--- src/rtl/mus_pkg.sv ---
`timescale 1ns / 1ps
`default_nettype none

package mus_pkg;

	// One input beat: a string byte and its end-of-string mark.
	typedef struct packed {
		logic [7:0] in_byte;
		logic       in_last;
	} in_t;

	// One result beat.
	typedef struct packed {
		logic [7:0] out_byte;
		logic       run_end;
		logic       string_end;
	} out_t;

	localparam logic [7:0] REPLACEMENT = 8'h3F;
	localparam logic [7:0] CONT_MASK   = 8'hC0;
	localparam logic [7:0] CONT_TAG    = 8'h80;
	localparam logic [3:0] LEAD2_HI    = 4'hE;
	localparam logic [3:0] BAD_HI      = 4'hF;

	// Held byte count codes; a count of three is treated like HELD_BOTH.
	localparam logic [1:0] HELD_NONE = 2'd0;
	localparam logic [1:0] HELD_LEAD = 2'd1;
	localparam logic [1:0] HELD_BOTH = 2'd2;

	// Results caused by one input beat at most.
	localparam logic [1:0] MAX_RESULTS = 2'd3;

endpackage

`default_nettype wire

--- src/rtl/modified_utf8_sanitizer_core.sv ---
`timescale 1ns / 1ps
`default_nettype none

// Channel  Dir  Handshake              Payload
// in       in   in_valid / in_ready    mus_pkg::in_t  (in_byte, in_last)
// out      out  out_valid / out_ready  mus_pkg::out_t (out_byte, run_end, string_end)
//
// Each input beat is decoded in the cycle it is accepted and its 0..3 results are
// written into a three-entry result shift buffer. Results leave one per cycle
// while out_ready is high, through the single output port; a new byte is taken
// only once the results of the previous one have drained.
// in_ready is high when the buffer is empty or its last entry leaves this cycle.
// arst_n clears the held sequence and empties the buffer.

module modified_utf8_sanitizer_core (
	input  wire logic          clk,
	input  wire logic          arst_n,
	input  wire logic          in_valid,
	output logic               in_ready,
	input  wire mus_pkg::in_t  in_data,
	output logic               out_valid,
	input  wire logic          out_ready,
	output mus_pkg::out_t      out_data
);

	// Bytes produced by one input beat, in order.
	typedef struct packed {
		logic [2:0][7:0] bytes;
		logic [1:0]      n;
	} res_buf_t;

	// Append a byte; anything past three results is dropped.
	function automatic res_buf_t push(input res_buf_t rb, input logic [7:0] b);
		res_buf_t r;
		r = rb;
		if (r.n != mus_pkg::MAX_RESULTS) begin
			r.bytes[r.n] = b;
			r.n          = r.n + 2'd1;
		end
		return r;
	endfunction

	// Held sequence state
	logic [7:0] held_lead_q;
	logic [7:0] held_cont_q;
	logic [1:0] held_count_q;
	logic       needs_two_q;

	// Result buffer: entry 0 is the head shown on the output
	mus_pkg::out_t res_q [3];
	logic [1:0]    res_cnt_q;

	// Next state from the decode
	logic [7:0] lead_d;
	logic [7:0] cont_d;
	logic [1:0] count_d;
	logic       two_d;
	res_buf_t   rb;

	logic [7:0] b;
	logic       last;
	logic       is_cont;
	logic       do_fresh;
	logic       in_acc;
	logic       out_pop;

	assign b    = in_data.in_byte;
	assign last = in_data.in_last;

	assign out_valid = (res_cnt_q != 2'd0);
	assign out_data  = res_q[0];
	assign out_pop   = out_valid && out_ready;
	// Take a new beat when the buffer is (or is about to be) empty.
	assign in_ready  = (res_cnt_q == 2'd0) || ((res_cnt_q == 2'd1) && out_ready);
	assign in_acc    = in_valid && in_ready;

	assign is_cont = ((b & mus_pkg::CONT_MASK) == mus_pkg::CONT_TAG);

	// Decode one byte against the held sequence
	always_comb begin
		lead_d   = held_lead_q;
		cont_d   = held_cont_q;
		count_d  = held_count_q;
		two_d    = needs_two_q;
		rb       = '0;
		do_fresh = 1'b0;

		if (held_count_q == mus_pkg::HELD_NONE) begin
			do_fresh = 1'b1;
		end else if (is_cont) begin
			if ((held_count_q == mus_pkg::HELD_LEAD) && needs_two_q) begin
				cont_d  = b;
				count_d = mus_pkg::HELD_BOTH;
			end else begin
				// sequence complete: release it unchanged
				rb = push(rb, held_lead_q);
				if (held_count_q >= mus_pkg::HELD_BOTH) begin
					rb = push(rb, held_cont_q);
				end
				rb      = push(rb, b);
				lead_d  = '0;
				cont_d  = '0;
				count_d = mus_pkg::HELD_NONE;
				two_d   = 1'b0;
			end
		end else begin
			// early non-continuation byte: drop the pending sequence, re-examine b
			rb = push(rb, mus_pkg::REPLACEMENT);
			if (held_count_q >= mus_pkg::HELD_BOTH) begin
				rb = push(rb, mus_pkg::REPLACEMENT);
			end
			lead_d   = '0;
			cont_d   = '0;
			count_d  = mus_pkg::HELD_NONE;
			two_d    = 1'b0;
			do_fresh = 1'b1;
		end

		if (do_fresh) begin
			if (!b[7]) begin
				rb = push(rb, b);
			end else if (b[7:6] == 2'b11 && b[5:4] != 2'b11) begin
				// 110x or 1110 lead: start holding
				lead_d  = b;
				count_d = mus_pkg::HELD_LEAD;
				two_d   = (b[7:4] == mus_pkg::LEAD2_HI);
			end else begin
				// stray continuation or 1111 lead
				rb = push(rb, mus_pkg::REPLACEMENT);
			end
		end

		// end of string flushes whatever is still pending
		if (last && (count_d != mus_pkg::HELD_NONE)) begin
			rb = push(rb, mus_pkg::REPLACEMENT);
			if (count_d >= mus_pkg::HELD_BOTH) begin
				rb = push(rb, mus_pkg::REPLACEMENT);
			end
			lead_d  = '0;
			cont_d  = '0;
			count_d = mus_pkg::HELD_NONE;
			two_d   = 1'b0;
		end
	end

	always_ff @(posedge clk or negedge arst_n) begin
		if (!arst_n) begin
			held_lead_q  <= '0;
			held_cont_q  <= '0;
			held_count_q <= mus_pkg::HELD_NONE;
			needs_two_q  <= 1'b0;
		end else if (in_acc) begin
			held_lead_q  <= lead_d;
			held_cont_q  <= cont_d;
			held_count_q <= count_d;
			needs_two_q  <= two_d;
		end
	end

	always_ff @(posedge clk or negedge arst_n) begin
		if (!arst_n) begin
			res_cnt_q <= 2'd0;
		end else if (in_acc) begin
			res_cnt_q <= rb.n;
		end else if (out_pop) begin
			res_cnt_q <= res_cnt_q - 2'd1;
		end
	end

	// Payload of the buffer needs no reset.
	always_ff @(posedge clk) begin
		if (in_acc) begin
			for (int i = 0; i < 3; i++) begin
				res_q[i].out_byte   <= rb.bytes[i];
				res_q[i].run_end    <= (rb.n == 2'(i + 1));
				res_q[i].string_end <= (rb.n == 2'(i + 1)) && last;
			end
		end else if (out_pop) begin
			res_q[0] <= res_q[1];
			res_q[1] <= res_q[2];
		end
	end

endmodule

`default_nettype wire

--- config.mk ---
export PLATFORM = sky130hd
export DESIGN_NAME = modified_utf8_sanitizer_core
export DESIGN_NICKNAME = d
export VERILOG_FILES = /design/src/rtl/mus_pkg.sv /design/src/rtl/modified_utf8_sanitizer_core.sv
export SDC_FILE = /design/constraint.sdc
export NUM_CORES = 1
export LEC_CHECK = 0
export BUFFER_PORTS_ARGS = -buffer_cell sky130_fd_sc_hd__buf_2
export CAP_MARGIN = 20
export CORE_UTILIZATION = 64
export CTS_CLUSTER_DIAMETER = 200
export DETAILED_ROUTE_END_ITERATION = 10
export PLACE_DENSITY = 0.85
export SETUP_SLACK_MARGIN = 0.5
export SLEW_MARGIN = 25
export SYNTH_ARGS = -nofsm -noshare
export SYNTH_HDL_FRONTEND = slang
export SYNTH_SLANG_ARGS = --single-unit
--- constraint.sdc ---
create_clock -name clk -period 3.7 [get_ports clk]
set_input_delay 0.185 -clock clk [delete_from_list [all_inputs] [get_ports clk]]
set_output_delay 0.185 -clock clk [all_outputs]
set_load 0.02 [all_outputs]
==> results of run 1 <==
## per-layer routing
layer / share of wire / global-route usage / wire length [µm]
met1: 0.44 / 0.412 / 2520
met2: 0.45 / 0.417 / 2600
met3: 0.091 / 0.0617 / 525
met4: 0.018 / 0.107 / 102
met5: 0 / 0 / 0
## cell families (layout without fill, tap and decap cells)
| kind of cell | after synthesis | after routing | synth area share |
|---|---|---|---|
| compound gates | 96 | 96 | 0.252 |
| xor+xnor | 3 | 3 | 0.00947 |
| fa+ha+maj | 2 | 2 | 0.00902 |
| buf+inv | 28 | 39 | 0.0600 |
| flops | 51 | 51 | 0.514 |
| mux | 1 | 1 | 0.00361 |
| simple gates | 80 | 80 | 0.152 |
## worst max-delay path, delay by kind of cell, from the launching register on
family	cells	cell delay, ns
AO/OA/AOI/OAI	3	1.25
buffers and inverters	1	0.07
flip-flops	1	0.41
AND/OR/NAND/NOR	2	0.24
adder cells (fa/ha/maj)	1	0.20
## stage by stage
stage                     instance area [µm²]  std cells   util  hold WS [ns]  setup WS [ns]
after floorplan                          2780        261      -        -0.111           1.92
after global placement                   2820        313  0.690         0.165           1.54
after detailed placement                 2820        313  0.690         0.167           1.39
after CTS                                2920        322  0.715         0.192           1.37
after global routing                     2920        322  0.715         0.194           1.15
final                                    2920        322  0.715         0.193           1.30
## flip-flops by register name, summed over array words and instances, names as in the netlist
signal,count
held_lead_q,8
res_q,30
res_cnt_q,2
needs_two_q,1
held_cont_q,8
held_count_q,2
## cells in the mapped netlist, types with 3 or more instances
cell type   n  area (µm²)
dfrtp_1    21         526
a211oi_1    6        45.0
inv_1       4        15.0
nand2_1    23        86.3
buf_2      10        50.1
o21ai_1     3        15.0
o21ai_0    12        60.1
o22ai_1     7        43.8
and2_1      6        37.5
nor2_1     22        82.6
nand2b_1    3        18.8
xnor2_1     3        26.3
o21a_1      9        67.6
nor2b_1     4        25.0
a21oi_1    14        70.1
o22a_1      5        43.8
edfxtp_1   30         901
a21o_1     15         113
nand3_1     6        30.0
buf_4      13        97.6
a22o_1     12         105
## power groups by stage
stage          clock (µW)  sequential [µW]  combinational (µW)
3_5_place_dp            0              929                 684
4_1_cts               328              916                 687
6_report              325              918                 694
2_1_floorplan           0              892                 592
5_1_grt               349              935                 760
3_3_place_gp            0              921                 664
## worst max-delay path by stage
stage	from	end	slack [ns]	cells past startpoint
floorplan	res_cnt_q[0]$_DFFE_PN0P_	res_cnt_q[1]$_DFFE_PN0P_	1.92	6
finish	res_cnt_q[0]$_DFFE_PN0P_	res_q[0][15]$_DFFE_PP_	1.30	7
global route	res_cnt_q[0]$_DFFE_PN0P_	res_q[0][15]$_DFFE_PP_	1.15	7
CTS	res_cnt_q[0]$_DFFE_PN0P_	res_q[0][15]$_DFFE_PP_	1.37	7
global placement	res_cnt_q[0]$_DFFE_PN0P_	res_q[0][13]$_DFFE_PP_	1.54	7
detailed placement	res_cnt_q[0]$_DFFE_PN0P_	res_q[0][15]$_DFFE_PP_	1.39	7
## area by class of cell
class                           instances  share of cell area
Clock inverter                          3             0.00814
Inverter                                5             0.00643
Timing Repair Buffer                   26              0.0471
Sequential cell                        51               0.488
Multi-Input combinational cell        182               0.405
Tap cell                               50              0.0214
Clock buffer                            5              0.0236
## repair_timing
item / in CTS / in global routing
endpoints found under the hold margin: 21 / 0
hold buffers: 1 / 0
resized for setup: 0 / 0
==> reports/qor.txt, run 1 <==
Status: completed
Clock Power Share: 0.168
Tot Pwr: 1940 µW
Critical Path Max Stage Delay: 0.55 ns
Commonest non-fill, non-tap cell in the layout: edfxtp_1
CORE AREA: 4090 µm²
Initial DRC Count: 280
Setup Crit Path Kind: reg -> reg
Chip Width: 67.9 µm
Setup_tns: 0 ns
Hold Path Class: in -> reg
Cell Chain, Critical Path: inv_1 -> ha_1 -> nand2b_1 -> a21o_1 -> o21ai_1 -> a211oi_1 -> nor2_1
Drt pass-1 iters: 5
All-layer global routing usage: 0.284
Total gr overflow: 0
FFs w/ async S/R, synth: 0.412
Tcrit/Tclk final: 0.649
FF+latch area: 1430 µm²
Die area: 4600 µm²
Hold path depth: 2
Vias post-DR: 2085
Reg-to-reg startpoint: res_cnt_q[0]$_DFFE_PN0P_
YS warnings: 0
Tmin final: 2.40 ns
Syn Std Cell Area: 2780 µm²
Worst hold start: in_data[2]
Final weighted congestion of routability-driven global placement: 0.990
Multi-input gate area: 1180 µm²
Clock buffer count from CTS: 5
Row cnt: 23
Antenna diodes: 0
Detail Route Antenna Nets: 0
Clock skew: 0.00813 ns
First-pass GRT wire length: 9380 µm
Worst reg2reg path depth: 7
Layout cells sized above 1: 0.184
Measured slew at the worst slew-check pin: 0.953 ns
Setup Buffers After CTS: 0
Clock latency on the worst-skew pair: 0.31 ns
# IOs: 25
Final slew viol count: 0
Most frequent cells in the layout: edfxtp_1, buf_2, nand2_1
H-Tree Depth: 2
Pint: 1220 µW
R2R setup slack: 1.30 ns
#FFs+latches synth: 51
Reg2reg end: res_q[0][15]$_DFFE_PP_
Crit path max-delay cell type: a21o_1
Clock transition at path regs: 0.10 ns
Endpoints failing hold: 0
Net Sw Power: 718 µW
Primary FF master, synth: edfxtp_1
Sw Share: 0.370
FILL cells: 304
Sequential area share after synthesis: 0.514
Comb pwr share: 0.358
Clk Tree Root Cell: clkbuf_8
Crit path required time: 3.77 ns
Setup violators final: 0
Initial antenna violation count: 0
Worst-path maximum fanout: 20
Clock sink count: 51
Worst vdd ir: 0.000417 V
Nets: 286
Initial Utilization: 0.679
FMAX: 416 MHz
Post-synth EDFFs: 30
Critical Path Sink Type: register
Area growth syn-to-layout: 5.23%
Drt total wl: 5750 µm
Mean Syn Cell Area: 10.6 µm²
PortBufs: 24
Largest net degree at the start of global routing: 27
Pwr/cell area: 663 nW/µm²
Vias per cell: 6.48
CP Data Arrival Time: 2.47 ns
Leak: 0.00125 µW
CTS tree: done
Drt wl/cell: 17.9 µm
Residual DRC: 0
Detailed placement HPWL: 4070 µm
Setup crit start kind: register
Slew headroom: 0.363
Post-Synthesis Cells: 261
Mapped Nets: 276
CTS Buffer Depth: 2
Yosys cell types: 49
Sequential power share: 0.474
RSZ-0062 raised after global routing: false
Die Y: 67.9 µm
WHS Endpoint: held_lead_q[1]$_DFFE_PN0P_
Maxcap violations: 0
Number of global-route vias before repair: 1906
Power figures use the tool's default switching activity.
==> run 2, diff against run 1 <==
Settings changed: ABC_AREA from default to 1, CORE_UTILIZATION 64 to 59, PLACE_DENSITY 0.85 to 0.79.
Clock period 3.7 ns to 2.4 ns, I/O delays scaled along.
==> reports/qor.txt, run 2 <==
Critical Path Sink Type: register
Tcrit/Tclk final: 0.762
Final weighted congestion of routability-driven global placement: 0.894
Vias post-DR: 2350
Fin cells: 412
Delay-heaviest family, CP: simple AND/OR/NAND/NOR gates
# IOs: 25
Dpl ws: 0.328 ns
Status: complete, but fails checks
Largest net degree at the start of global routing: 23
FMAX: 547 MHz
Leak: 0.00148 µW
Layout cells sized above 1: 0.242
Chip Width: 71.1 µm
Synth cell count leaders: nand2_1, inv_1, o21ai_0
#FFs+latches synth: 51
Endpoints failing hold: 0
Net Sw Power: 1460 µW
Multiplexer share of the synthesized area: 0
Cell Chain, Critical Path: nor2_1 -> nand2_1 -> inv_2 -> nand2_1 -> nand2_2 -> inv_1 -> a21oi_1 -> nand3_1 -> nand2_1 -> inv_1
Die area: 5050 µm²
Initial DRC Count: 231
Detailed placement HPWL: 4620 µm
Most frequent cells in the layout: nand2_1, inv_1, o21ai_0
CORE AREA: 4470 µm²
Row cnt: 24
Sequential area share after synthesis: 0.506
Clock sink count: 51
Antenna diodes: 0
Setup violators final: 0
Slew headroom: 0.637
Placed Cells: 394
Clock Power Share: 0.162
Residual DRC: 1
Setup crit start kind: register
Xor/xnor share of the synthesized area: 0
Yosys cell types: 35
Maxcap violations: 0
Tmin final: 1.83 ns
Worst vdd ir: 0.000555 V
Clock buffer count from CTS: 5
Vias per cell: 5.70
Post-Synth Simple-Gate Area: 0.211
Clock latency on the worst-skew pair: 0.31 ns
Initial antenna violation count: 0
Initial Utilization: 0.629
Critical Path Max Stage Delay: 0.47 ns
FILL cells: 358
Drt pass-1 iters: 8
Share of the synthesized area in the top cell type: 0.320
Post-Synth Adder-Cell Area: 0.00888
Mean Syn Cell Area: 8.48 µm²
PortBufs: 24
Largest register FFs: 30
Post-synth EDFFs: 30
CP Data Arrival Time: 1.91 ns
Violated checks: design-rule violations
Crit path required time: 2.48 ns
Cell mode on critical path: nand2_1
Primary FF master, synth: edfxtp_1
Crit path max-delay cell type: dfrtp_2
Clk Tree Root Cell: clkbuf_8
Sequential power share: 0.404
Post-Synthesis Cells: 332
Commonest non-fill, non-tap cell in the layout: nand2_1
Measured slew at the worst slew-check pin: 0.539 ns
Final WS setup: 0.571 ns
Cell with the most instances after synthesis: nand2_1
Sw Share: 0.395
WP buf/inv: 3
RSZ-0062 raised after global routing: true
Post-synthesis compound-gate area fraction: 0.166
Top reg by flops: res_q
Combinational family with the most area after synthesis: simple AND/OR/NAND/NOR gates
Setup Crit Path Kind: reg -> reg
All-layer global routing usage: 0.277
Number of global-route vias before repair: 2198
Hold Path Class: in -> reg
Total gr overflow: 0
Core Util, Final: 0.704
Drt wl/cell: 15.8 µm
Area growth syn-to-layout: 11.9%
Clock skew: 0.00862 ns
CTS Buffer Depth: 2
Drt total wl: 6510 µm
Largest regs: res_q (30), held_cont_q (8), held_lead_q (8)
Syn Std Cell Area: 2820 µm²
Worst hold margin: 0.173 ns
Worst-path maximum fanout: 7
Clock transition at path regs: 0.09 ns
Die Y: 71.1 µm
Final slew viol count: 0
CTS tree: done
Synth top area cells: edfxtp_1, dfrtp_1, nand2_1
FFs w/ async S/R, synth: 0.412
Pint: 2230 µW
Setup_tns: 0 ns
Leading area contributor after synthesis: edfxtp_1
H-Tree Depth: 2
Detail Route Antenna Nets: 0
Mapped Nets: 347
Pwr/cell area: 1170 nW/µm²
YS warnings: 0
Nets: 374
First-pass GRT wire length: 10500 µm
Comb pwr share: 0.434
## run 2: layout make-up
| cell class | count | area (µm²) | area share |
|---|---|---|---|
| Inverter | 49 | 184 | 0.0584 |
| Sequential cell | 51 | 1430 | 0.454 |
| Timing Repair inverter | 1 | 7.51 | 0.00238 |
| Clock inverter | 3 | 43.8 | 0.0139 |
| Timing Repair Buffer | 37 | 229 | 0.0727 |
| Tap cell | 52 | 65.1 | 0.0207 |
| Clock buffer | 5 | 68.8 | 0.0218 |
| Multi-Input combinational cell | 214 | 1120 | 0.357 |
## run 2: cells by family (layout without fill, tap and decap cells)
kind of cell / count (synthesis) / after routing
simple gates: 133 / 133
compound gates: 79 / 79
fa+ha+maj: 2 / 2
flops: 51 / 51
buf+inv: 67 / 95
## run 2: per-layer routing
| metal | vias to the layer above | wire length (µm) | GRT usage |
|---|---|---|---|
| met3 | 15 | 352 | 0.0570 |
| met1 | 1103 | 2910 | 0.373 |
| met4 | 0 | 161 | 0.116 |
| li1 | 1144 | - | - |
| met2 | 88 | 3090 | 0.441 |
| met5 | - | 0 | 0 |
## run 2: path summary, 6_finish.rpt
kind,start,endpoint,slack (ns),cells after the start
max,held_count_q[1]$_DFFE_PN0P_,res_q[0][2]$_DFFE_PP_,0.57,10
min,in_data[8],res_q[0][28]$_DFFE_PP_,0.17,2
max reg2reg,held_count_q[1]$_DFFE_PN0P_,res_q[0][2]$_DFFE_PP_,0.57,10
min reg2reg,held_cont_q[7]$_DFFE_PN0P_,held_cont_q[7]$_DFFE_PN0P_,0.49,2
max in group asynchronous,arst_n,held_count_q[1]$_DFFE_PN0P_,1.75,2
min in group asynchronous,arst_n,held_lead_q[3]$_DFFE_PN0P_,0.29,2
## run 2: per-stage QoR
step                      cell area, µm²  power [µW]
after floorplan                     2820        2650
after global placement              2910        2910
after detailed placement            2910        2950
after CTS                           3070        3590
after global routing                3150        3930
final                               3150        3690
## run 2: what timing repair did
action                                  CTS  global route
pin swaps                                 0             5
hold buffers                              1             0
resized for setup                         3            14
hold endpoints to repair                 21             0
cloned                                    1             0
buffers inserted                          4             4
endpoints found under the setup margin   33            40
## run 2: power groups by stage
stage / Sequential [µW] / Combinational [µW] / Clock [µW]
2_1_floorplan: 1470 / 1180 / 0
3_3_place_gp: 1490 / 1420 / 0
3_5_place_dp: 1510 / 1440 / 0
4_1_cts: 1490 / 1500 / 601
5_1_grt: 1520 / 1770 / 636
6_report: 1490 / 1600 / 597
